===== src/rtl/fds_pkg.sv =====
// ----------------------------------------------------------------------------
// Fractional downsampler package
// Widths, codes, controller types and the saturation helper shared by the
// controller, the datapath and the top level.
// ----------------------------------------------------------------------------
package fds_pkg;

  localparam int SAMPLE_W    = 16;
  localparam int RATE_W      = 8;
  localparam int VALUE_W     = 24;
  localparam int CFG_INDEX_W = 1;
  localparam int CFG_DATA_W  = RATE_W;

  // The quotient is worked out three bits a cycle over the whole word.
  localparam int DIV_BITS_PER_CYCLE = 3;
  localparam int DIV_CYCLES         = VALUE_W / DIV_BITS_PER_CYCLE;
  localparam int DIV_CNT_W          = $clog2(DIV_CYCLES);

  localparam logic [CFG_INDEX_W-1:0] CFG_IN_RATE  = 1'b0;
  localparam logic [CFG_INDEX_W-1:0] CFG_OUT_RATE = 1'b1;

  localparam logic CMD_SAMPLE = 1'b0;
  localparam logic CMD_FLUSH  = 1'b1;

  localparam logic signed [VALUE_W-1:0] VALUE_MAX = {1'b0, {(VALUE_W-1){1'b1}}};
  localparam logic signed [VALUE_W-1:0] VALUE_MIN = {1'b1, {(VALUE_W-1){1'b0}}};

  typedef enum logic [2:0] {
    ST_IDLE,
    ST_EVAL,
    ST_MUL,
    ST_DIV,
    ST_RESULT
  } state_t;

  typedef struct packed {
    logic load_in;
    logic eval;
    logic mul;
    logic div_step;
    logic commit_acc;
    logic commit_out;
  } ctrl_cmd_t;

  typedef struct packed {
    logic is_flush;
    logic rate_bad;
    logic no_emit;
    logic div_last;
  } ctrl_status_t;

  function automatic logic signed [VALUE_W-1:0] sat_value(
    input logic signed [VALUE_W+1:0] v
  );
    logic signed [VALUE_W+1:0] hi;
    logic signed [VALUE_W+1:0] lo;
    lo = {{2{1'b1}}, VALUE_MIN};
    hi = {2'b00, VALUE_MAX};
    if (v > hi) begin
      return VALUE_MAX;
    end else if (v < lo) begin
      return VALUE_MIN;
    end
    return v[VALUE_W-1:0];
  endfunction

endpackage


===== src/rtl/fds_if.sv =====
// ----------------------------------------------------------------------------
// Fractional downsampler channels
// Valid/ready channels for input requests and for results.
// ----------------------------------------------------------------------------
interface fds_in_if;
  logic                                 valid;
  logic                                 ready;
  logic                                 command;
  logic signed [fds_pkg::SAMPLE_W-1:0]  sample;

  modport source (output valid, output command, output sample, input ready);
  modport sink   (input valid, input command, input sample, output ready);
endinterface

interface fds_out_if;
  logic                                 valid;
  logic                                 ready;
  logic signed [fds_pkg::VALUE_W-1:0]   value;
  logic                                 from_flush;
  logic                                 rate_error;

  modport source (output valid, output value, output from_flush, output rate_error,
                  input ready);
  modport sink   (input valid, input value, input from_flush, input rate_error,
                  output ready);
endinterface


===== src/rtl/fds_ctrl.sv =====
// ----------------------------------------------------------------------------
// Fractional downsampler controller
// Sequences each request through evaluation and, as needed, multiply, divide
// and result, and owns the result valid flag.
// ----------------------------------------------------------------------------
module fds_ctrl (
  input  logic                  clk,
  input  logic                  rst,
  input  logic                  in_valid,
  output logic                  in_ready,
  output logic                  out_valid,
  input  logic                  out_ready,
  input  fds_pkg::ctrl_status_t status,
  output fds_pkg::ctrl_cmd_t    cmd
);

  fds_pkg::state_t state;
  fds_pkg::state_t state_next;
  logic            out_free;

  assign out_free = !out_valid || out_ready;

  always_ff @(posedge clk) begin
    if (rst) begin
      state <= fds_pkg::ST_IDLE;
    end else begin
      state <= state_next;
    end
  end

  always_comb begin
    state_next = state;
    case (state)
      fds_pkg::ST_IDLE: begin
        if (in_valid) begin
          state_next = fds_pkg::ST_EVAL;
        end
      end
      fds_pkg::ST_EVAL: begin
        if (status.is_flush || status.rate_bad) begin
          state_next = fds_pkg::ST_RESULT;
        end else if (status.no_emit) begin
          state_next = fds_pkg::ST_IDLE;
        end else begin
          state_next = fds_pkg::ST_MUL;
        end
      end
      fds_pkg::ST_MUL: begin
        state_next = fds_pkg::ST_DIV;
      end
      fds_pkg::ST_DIV: begin
        if (status.div_last) begin
          state_next = fds_pkg::ST_RESULT;
        end
      end
      fds_pkg::ST_RESULT: begin
        if (out_free) begin
          state_next = fds_pkg::ST_IDLE;
        end
      end
      default: begin
        state_next = fds_pkg::ST_IDLE;
      end
    endcase
  end

  always_comb begin
    in_ready       = 1'b0;
    cmd            = '0;
    case (state)
      fds_pkg::ST_IDLE: begin
        in_ready    = 1'b1;
        cmd.load_in = in_valid;
      end
      fds_pkg::ST_EVAL: begin
        cmd.eval       = 1'b1;
        cmd.commit_acc = !status.is_flush && !status.rate_bad && status.no_emit;
      end
      fds_pkg::ST_MUL: begin
        cmd.mul = 1'b1;
      end
      fds_pkg::ST_DIV: begin
        cmd.div_step = 1'b1;
      end
      fds_pkg::ST_RESULT: begin
        cmd.commit_out = out_free;
      end
      default: begin
        in_ready = 1'b0;
      end
    endcase
  end

  always_ff @(posedge clk) begin
    if (rst) begin
      out_valid <= 1'b0;
    end else if (cmd.commit_out) begin
      out_valid <= 1'b1;
    end else if (out_ready) begin
      out_valid <= 1'b0;
    end
  end

endmodule


===== src/rtl/fds_datapath.sv =====
// ----------------------------------------------------------------------------
// Fractional downsampler datapath
// Rate registers, running sum and fill level, the share multiplier, a
// three-bit-a-cycle restoring divider and the result register.
// ----------------------------------------------------------------------------
module fds_datapath (
  input  logic                                    clk,
  input  logic                                    rst,
  input  logic                                    cfg_we,
  input  logic [fds_pkg::CFG_INDEX_W-1:0]         cfg_index,
  input  logic [fds_pkg::CFG_DATA_W-1:0]          cfg_data,
  input  logic                                    in_command,
  input  logic signed [fds_pkg::SAMPLE_W-1:0]     in_sample,
  input  fds_pkg::ctrl_cmd_t                      cmd,
  output fds_pkg::ctrl_status_t                   status,
  output logic signed [fds_pkg::VALUE_W-1:0]      out_value,
  output logic                                    out_from_flush,
  output logic                                    out_rate_error
);

  localparam int RW = fds_pkg::RATE_W;
  localparam int VW = fds_pkg::VALUE_W;
  localparam int SW = fds_pkg::SAMPLE_W;

  logic [RW-1:0]                  in_rate;
  logic [RW-1:0]                  out_rate;
  logic signed [VW-1:0]           running_sum;
  logic [RW-1:0]                  fill_level;

  logic                           command_r;
  logic signed [SW-1:0]           sample_r;
  logic [RW-1:0]                  spill;
  logic                           neg;
  logic [RW-1:0]                  rem;
  logic [VW-1:0]                  dq;
  logic [fds_pkg::DIV_CNT_W-1:0]  div_cnt;

  logic [RW:0]                    fill_sum;
  logic [RW:0]                    spill_raw;
  logic [RW-1:0]                  spill_lim;
  logic signed [SW+RW:0]          prod;
  logic [SW+RW:0]                 prod_mag;
  logic [RW-1:0]                  rem_next;
  logic [VW-1:0]                  dq_next;
  logic [RW:0]                    trial;
  logic signed [VW-1:0]           share;
  logic signed [VW+1:0]           emit_sum;
  logic signed [VW+1:0]           acc_sum;

  always_ff @(posedge clk) begin
    if (rst) begin
      in_rate  <= RW'(1);
      out_rate <= RW'(1);
    end else if (cfg_we) begin
      case (cfg_index)
        fds_pkg::CFG_IN_RATE:  in_rate  <= cfg_data;
        fds_pkg::CFG_OUT_RATE: out_rate <= cfg_data;
        default: begin
          in_rate <= in_rate;
        end
      endcase
    end
  end

  assign fill_sum  = {1'b0, fill_level} + {1'b0, out_rate};
  assign spill_raw = fill_sum - {1'b0, in_rate};
  assign spill_lim = (spill_raw > {1'b0, out_rate}) ? out_rate : spill_raw[RW-1:0];

  assign status.is_flush = (command_r == fds_pkg::CMD_FLUSH);
  assign status.rate_bad = (out_rate == '0) || (out_rate > in_rate);
  assign status.no_emit  = fill_sum < {1'b0, in_rate};
  assign status.div_last = (div_cnt == fds_pkg::DIV_CNT_W'(fds_pkg::DIV_CYCLES - 1));

  assign prod     = sample_r * $signed({1'b0, spill});
  assign prod_mag = prod[SW+RW] ? (SW+RW+1)'(-prod) : prod;

  always_comb begin
    rem_next = rem;
    dq_next  = dq;
    trial    = '0;
    for (int i = 0; i < fds_pkg::DIV_BITS_PER_CYCLE; i++) begin
      trial   = {rem_next, dq_next[VW-1]};
      dq_next = {dq_next[VW-2:0], 1'b0};
      if (trial >= {1'b0, out_rate}) begin
        rem_next   = RW'(trial - {1'b0, out_rate});
        dq_next[0] = 1'b1;
      end else begin
        rem_next = trial[RW-1:0];
      end
    end
  end

  assign share    = neg ? -$signed(dq) : $signed(dq);
  assign emit_sum = (VW+2)'(running_sum) + (VW+2)'(sample_r) - (VW+2)'(share);
  assign acc_sum  = (VW+2)'(running_sum) + (VW+2)'(sample_r);

  always_ff @(posedge clk) begin
    if (cmd.load_in) begin
      command_r <= in_command;
      sample_r  <= in_sample;
    end
    if (cmd.eval) begin
      spill <= spill_lim;
    end
    if (cmd.mul) begin
      neg     <= prod[SW+RW];
      dq      <= VW'(prod_mag);
      rem     <= '0;
      div_cnt <= '0;
    end else if (cmd.div_step) begin
      dq      <= dq_next;
      rem     <= rem_next;
      div_cnt <= div_cnt + 1'b1;
    end
    if (cmd.commit_out) begin
      if (status.is_flush) begin
        out_value      <= running_sum;
        out_from_flush <= 1'b1;
        out_rate_error <= 1'b0;
      end else if (status.rate_bad) begin
        out_value      <= '0;
        out_from_flush <= 1'b0;
        out_rate_error <= 1'b1;
      end else begin
        out_value      <= fds_pkg::sat_value(emit_sum);
        out_from_flush <= 1'b0;
        out_rate_error <= 1'b0;
      end
    end
  end

  always_ff @(posedge clk) begin
    if (rst) begin
      running_sum <= '0;
      fill_level  <= '0;
    end else if (cmd.commit_acc) begin
      running_sum <= fds_pkg::sat_value(acc_sum);
      fill_level  <= fill_sum[RW-1:0];
    end else if (cmd.commit_out) begin
      if (status.is_flush) begin
        running_sum <= '0;
        fill_level  <= '0;
      end else if (!status.rate_bad) begin
        running_sum <= share;
        fill_level  <= spill;
      end
    end
  end

endmodule


===== src/rtl/fractional_downsampler.sv =====
// ----------------------------------------------------------------------------
// Fractional downsampler
// Integrate-and-dump decimator by in_rate over out_rate, without
// normalisation, for signed 16-bit samples.
//
// Requests arrive on in_ch: command selects a new sample or a flush of the
// running sum. Results leave on out_ch with a flush mark and a rate error
// mark. Both channels move a request when valid and ready are high together.
// The user must write the rate registers through cfg_we, cfg_index and
// cfg_data only while the block is idle; the block itself does not enforce it.
// A sample that completes an output passes from acceptance through evaluation,
// the multiply state and the restoring divider, which yields three quotient
// bits a cycle, to the result state; the next request is taken after that.
// A sample that only accumulates returns to idle from evaluation; a flush or
// a rate error goes from evaluation straight to the result state.
// Reset clears the sum and fill level and sets both rates to one.
// A stalled receiver holds the result in the output register; the next
// request is still taken and worked on, waiting only to deliver its result.
// ----------------------------------------------------------------------------
module fractional_downsampler (
  input  logic                               clk,
  input  logic                               rst,
  input  logic                               cfg_we,
  input  logic [fds_pkg::CFG_INDEX_W-1:0]    cfg_index,
  input  logic [fds_pkg::CFG_DATA_W-1:0]     cfg_data,
  fds_in_if.sink                             in_ch,
  fds_out_if.source                          out_ch
);

  fds_pkg::ctrl_cmd_t    cmd;
  fds_pkg::ctrl_status_t status;

  fds_ctrl u_ctrl (
    .clk       (clk),
    .rst       (rst),
    .in_valid  (in_ch.valid),
    .in_ready  (in_ch.ready),
    .out_valid (out_ch.valid),
    .out_ready (out_ch.ready),
    .status    (status),
    .cmd       (cmd)
  );

  fds_datapath u_datapath (
    .clk            (clk),
    .rst            (rst),
    .cfg_we         (cfg_we),
    .cfg_index      (cfg_index),
    .cfg_data       (cfg_data),
    .in_command     (in_ch.command),
    .in_sample      (in_ch.sample),
    .cmd            (cmd),
    .status         (status),
    .out_value      (out_ch.value),
    .out_from_flush (out_ch.from_flush),
    .out_rate_error (out_ch.rate_error)
  );

endmodule


===== src/flat_wrapper.sv =====
// flat-port wrapper written by rule: the top's interface ports become plain ports
module fractional_downsampler_flat 
  (clk, rst, cfg_we, cfg_index, cfg_data, in_ch_valid, in_ch_command, in_ch_sample, in_ch_ready, out_ch_valid, out_ch_value, out_ch_from_flush, out_ch_rate_error, out_ch_ready);
  fds_in_if in_ch_i ();
  fds_out_if out_ch_i ();
  input  logic clk;
  input  logic rst;
  input  logic cfg_we;
  input  logic [fds_pkg::CFG_INDEX_W-1:0] cfg_index;
  input  logic [fds_pkg::CFG_DATA_W-1:0] cfg_data;
  input wire logic [$bits(in_ch_i.valid)-1:0] in_ch_valid;
  input wire logic [$bits(in_ch_i.command)-1:0] in_ch_command;
  input wire logic [$bits(in_ch_i.sample)-1:0] in_ch_sample;
  output wire logic [$bits(in_ch_i.ready)-1:0] in_ch_ready;
  output wire logic [$bits(out_ch_i.valid)-1:0] out_ch_valid;
  output wire logic [$bits(out_ch_i.value)-1:0] out_ch_value;
  output wire logic [$bits(out_ch_i.from_flush)-1:0] out_ch_from_flush;
  output wire logic [$bits(out_ch_i.rate_error)-1:0] out_ch_rate_error;
  input wire logic [$bits(out_ch_i.ready)-1:0] out_ch_ready;
  assign in_ch_i.valid = in_ch_valid;
  assign in_ch_i.command = in_ch_command;
  assign in_ch_i.sample = in_ch_sample;
  assign in_ch_ready = in_ch_i.ready;
  assign out_ch_valid = out_ch_i.valid;
  assign out_ch_value = out_ch_i.value;
  assign out_ch_from_flush = out_ch_i.from_flush;
  assign out_ch_rate_error = out_ch_i.rate_error;
  assign out_ch_i.ready = out_ch_ready;
  fractional_downsampler u_core (.clk(clk), .rst(rst), .cfg_we(cfg_we), .cfg_index(cfg_index), .cfg_data(cfg_data), .in_ch(in_ch_i), .out_ch(out_ch_i));
endmodule

===== config.mk =====
export PLATFORM = sky130hd
export DESIGN_NAME = fractional_downsampler_flat
export DESIGN_NICKNAME = d
export VERILOG_FILES = /design/src/rtl/fds_pkg.sv /design/src/rtl/fds_if.sv /design/src/rtl/fds_ctrl.sv /design/src/rtl/fds_datapath.sv /design/src/rtl/fractional_downsampler.sv /design/src/flat_wrapper.sv
export SDC_FILE = /design/constraint.sdc
export NUM_CORES = 1
export LEC_CHECK = 0
export BUFFER_PORTS_ARGS = -buffer_cell sky130_fd_sc_hd__buf_2
export CAP_MARGIN = 0
export CORE_MARGIN = 2
export CORE_UTILIZATION = 50
export DETAILED_ROUTE_END_ITERATION = 8
export PLACE_DENSITY = 0.73
export SLEW_MARGIN = 20
export SYNTH_ARGS = -nofsm -noshare
export SYNTH_HDL_FRONTEND = slang
export SYNTH_SLANG_ARGS = --single-unit

===== constraint.sdc =====
create_clock -name clk -period 10.55 [get_ports clk]
set_clock_uncertainty 0.05 [all_clocks]
set_input_delay 1.055 -clock clk [delete_from_list [all_inputs] [get_ports clk]]
set_output_delay 1.055 -clock clk [all_outputs]
set_load 0.01 [all_outputs]

==> metrics.yaml <==
place:
  gp_congestion: 0.9732
  port_buffers: 58
  dp_hpwl_um: 33420
sta:
  rsz0062_at_grt: "no"
  final_max_slew_viol_count: 0
  period_needed_ns: 8.171
  tightest_slew_ns: 1.053
  fin_crit_sh_pct: 77.45
  hold_viol_final: 0
  relSlewSlack_pct: 29.79
  fmax_ghz: 0.1224
  setup-tns-final_ns: 0
  setup_viol: 0
routing:
  drc: 0
  wire_per_inst_um: 18.81
  drtPass1Iterations: 7
  drtIter0Drc: 999
  wl_um: 43000
  post_drt_via_cell_ratio: 5.983
  ant_nets: 0
  via_count: 13680
critical_path:
  slowest_delay_ns: 0.74
  cp_data_required_time_ns: 10.85
  crit_path_top_delay_cell: "a2111oi_4"
  r2r-start: "u_core.u_datapath.out_rate[1]"
  reg2reg_slack_ns: 2.38
  crit_type: "reg -> reg"
  crit_path_end_kind: "register"
  cp-startpoint: "u_core.u_datapath.out_rate[1]"
  crit_arrival_ns: 8.47
  cp_max_fo: 9
  crit_path_end: "u_core.u_datapath.rem[0]"
  start_kind: "register"
  reg2reg_depth: 30
  r2r_end: "u_core.u_datapath.rem[0]"
  cpMostUsedCell: "o21ai_0"
synthesis:
  async_reset_ff_share_pct: 0
  ys.flop_type: "edfxtp_1"
  synth_seq_cells: 139
  ys_types: 87
  syn_area_mm2: 0.01609
  syn-instance-count: 1854
  ys_seq_area_share_pct: 22.03
  syn-mean-instance-area_um2: 8.676
  synth_edf_count: 76
  syn_nets: 2153
  yosysWarnings: 0
clock_network:
  clock_sink_count: 139
  cts_buffers: 17
  cts_max_path_buffers: 2
  clock_latency_ns: 0.44
  root_buffer: "clkbuf_16"
  clk_pin_slew_worst_paths_ns: 0.07
  htree_levels: 4
  cts_setup_buffers: 0
  ctsResizeCount: 0
  cts_tree: "built"
  holdBufCountCts: 0
layout:
  fin_nets: 2170
  areaGrowthSynthToFinish_pct: 7.483
  antenna_cells: 0
  fillers: 2881
  final-seq-area_mm2: 0.003543
  multi_input_area_mm2: 0.01149
  drive_gt1_share_pct: 8.546
floorplanning:
  fp.coreArea_mm2: 0.03164
  ios: 59
  rows: 65
  dieArea_mm2: 0.03362
  die_x_um: 183.4
  die_y_um: 183.4
  start_util_pct: 50.84
run:
  drv_cap: 0
run_status:
  status: "finished, final reports clean"
grt:
  grt_use_total_pct: 26.30
  gr-total-overflow: 0
  grt_pass1_vias: 13530
  grt_pass1_wl_um: 70210
  grt_max_degree: 55
  antenna_found_initial: 0
min_path:
  hold_depth: 2
  hold_class: "reg -> reg"
==> layout make-up <==
class                      instances  area share (%)
multi-input combinational       1441           66.44
timing repair buffer              66           2.026
inverter                         206           4.472
clock buffer                      18           2.605
tap                              402           2.909
sequential                       139           20.49
clock inverter                    14           1.049
==> logic make-up after synthesis <==
family | share of synthesized area (%)
muxes | 2.520
buffers and inverters | 6.557
adders and majority gates | 25.93
DFF | 22.03
AOI/OAI and AO/OA | 18.48
and+or+nand+nor | 17.70
xor gates and xnor gates | 6.783
==> how the worst min path moves through the flow <==
stage | startpoint | endpoint | slack [ns]
after global placement | u_core.u_datapath.in_rate[2] | u_core.u_datapath.in_rate[2] | 0.39
after global routing | u_core.u_datapath.in_rate[6] | u_core.u_datapath.in_rate[6] | 0.42
after CTS | u_core.u_datapath.in_rate[6] | u_core.u_datapath.in_rate[6] | 0.41
final | u_core.u_datapath.in_rate[6] | u_core.u_datapath.in_rate[6] | 0.40
after floorplan | u_core.u_datapath.command_r | u_core.u_datapath.out_from_flush | 0.37
after detailed placement | u_core.u_datapath.in_rate[6] | u_core.u_datapath.in_rate[6] | 0.40
==> metal layers <==
layer / vias to the layer above / share of wire [%] / global-route usage, %
met3: 103 / 5.8 / 3.813
met5: - / 0 / 0
met2: 448 / 48 / 45.32
li1: 6500 / - / -
met4: 0 / 3.3 / 10.18
met1: 6625 / 42 / 33.37
==> synthesized netlist by cell type, drive strengths merged (23+ instances only) <==
library cell | n | area (µm²)
a21o | 23 | 172.7
edfxtp | 76 | 2282
o21ai | 98 | 494.2
and2 | 82 | 513.0
nor2b | 26 | 162.7
inv | 205 | 769.5
nand2 | 209 | 784.5
xnor2 | 70 | 620.6
a21oi | 125 | 629.4
nand3 | 30 | 155.1
dfxtp | 63 | 1261
xor2 | 52 | 470.5
nor2 | 95 | 356.6
ha | 159 | 1989
fa | 109 | 2182
nor3 | 40 | 200.2
clkbuf | 64 | 240.2
==> stage by stage <==
| stage | setup WS [ns] | hold slack [ns] | instances | cell area, µm² | util, % |
|---|---|---|---|---|---|
| 5_1_grt | 1.679 | 0.4234 | 2286 | 17290 | 54.65 |
| 3_3_place_gp | 2.671 | 0.3938 | 2254 | 16660 | 52.65 |
| 6_report | 2.379 | 0.4040 | 2286 | 17290 | 54.65 |
| 3_5_place_dp | 2.524 | 0.3998 | 2254 | 16660 | 52.65 |
| 4_1_cts | 2.477 | 0.4079 | 2286 | 17290 | 54.65 |
| 2_1_floorplan | 3.218 | 0.3744 | 1854 | 16090 | - |
==> cell usage in the layout, fill, tap and decap left out, drive strengths merged, types with 22 or more instances in the layout <==
cell,netlist,layout
inv,205,210
nand2,209,209
ha,159,159
a21oi,125,125
fa,109,109
o21ai,98,98
nor2,95,95
and2,82,82
edfxtp,76,76
xnor2,70,70
buf,4,66
dfxtp,63,63
xor2,52,52
nor3,40,40
nand3,30,30
nor2b,26,26
a21o,23,23
o31ai,22,22
==> state kept, by name, indices dropped and copies added, names as in the netlist <==
register                          cells
u_core.u_ctrl.state                   3
u_core.u_datapath.sample_r           16
u_core.u_datapath.neg                 1
u_core.u_datapath.fill_level          8
u_core.u_datapath.rem                 8
u_core.u_datapath.out_value          24
u_core.u_datapath.dq                 24
u_core.u_ctrl.out_valid               1
u_core.u_datapath.running_sum        24
u_core.u_datapath.div_cnt             3
u_core.u_datapath.out_rate            8
u_core.u_datapath.out_rate_error      1
u_core.u_datapath.out_from_flush      1
u_core.u_datapath.spill               8
u_core.u_datapath.in_rate             8
u_core.u_datapath.command_r           1
==> worst max-delay path, delay by kind of cell, from the launching register on <==
kind	cells	cell delay, ns
AOI/OAI and AO/OA	16	3.84
and+or+nand+nor	6	1.22
buffers and inverters	2	0.33
adders and majority gates	3	0.90
DFF	1	0.51
muxes	3	1.25
Power is not shown: default switching activity piles up to over one toggle a cycle in this logic, so the estimate is an artifact.
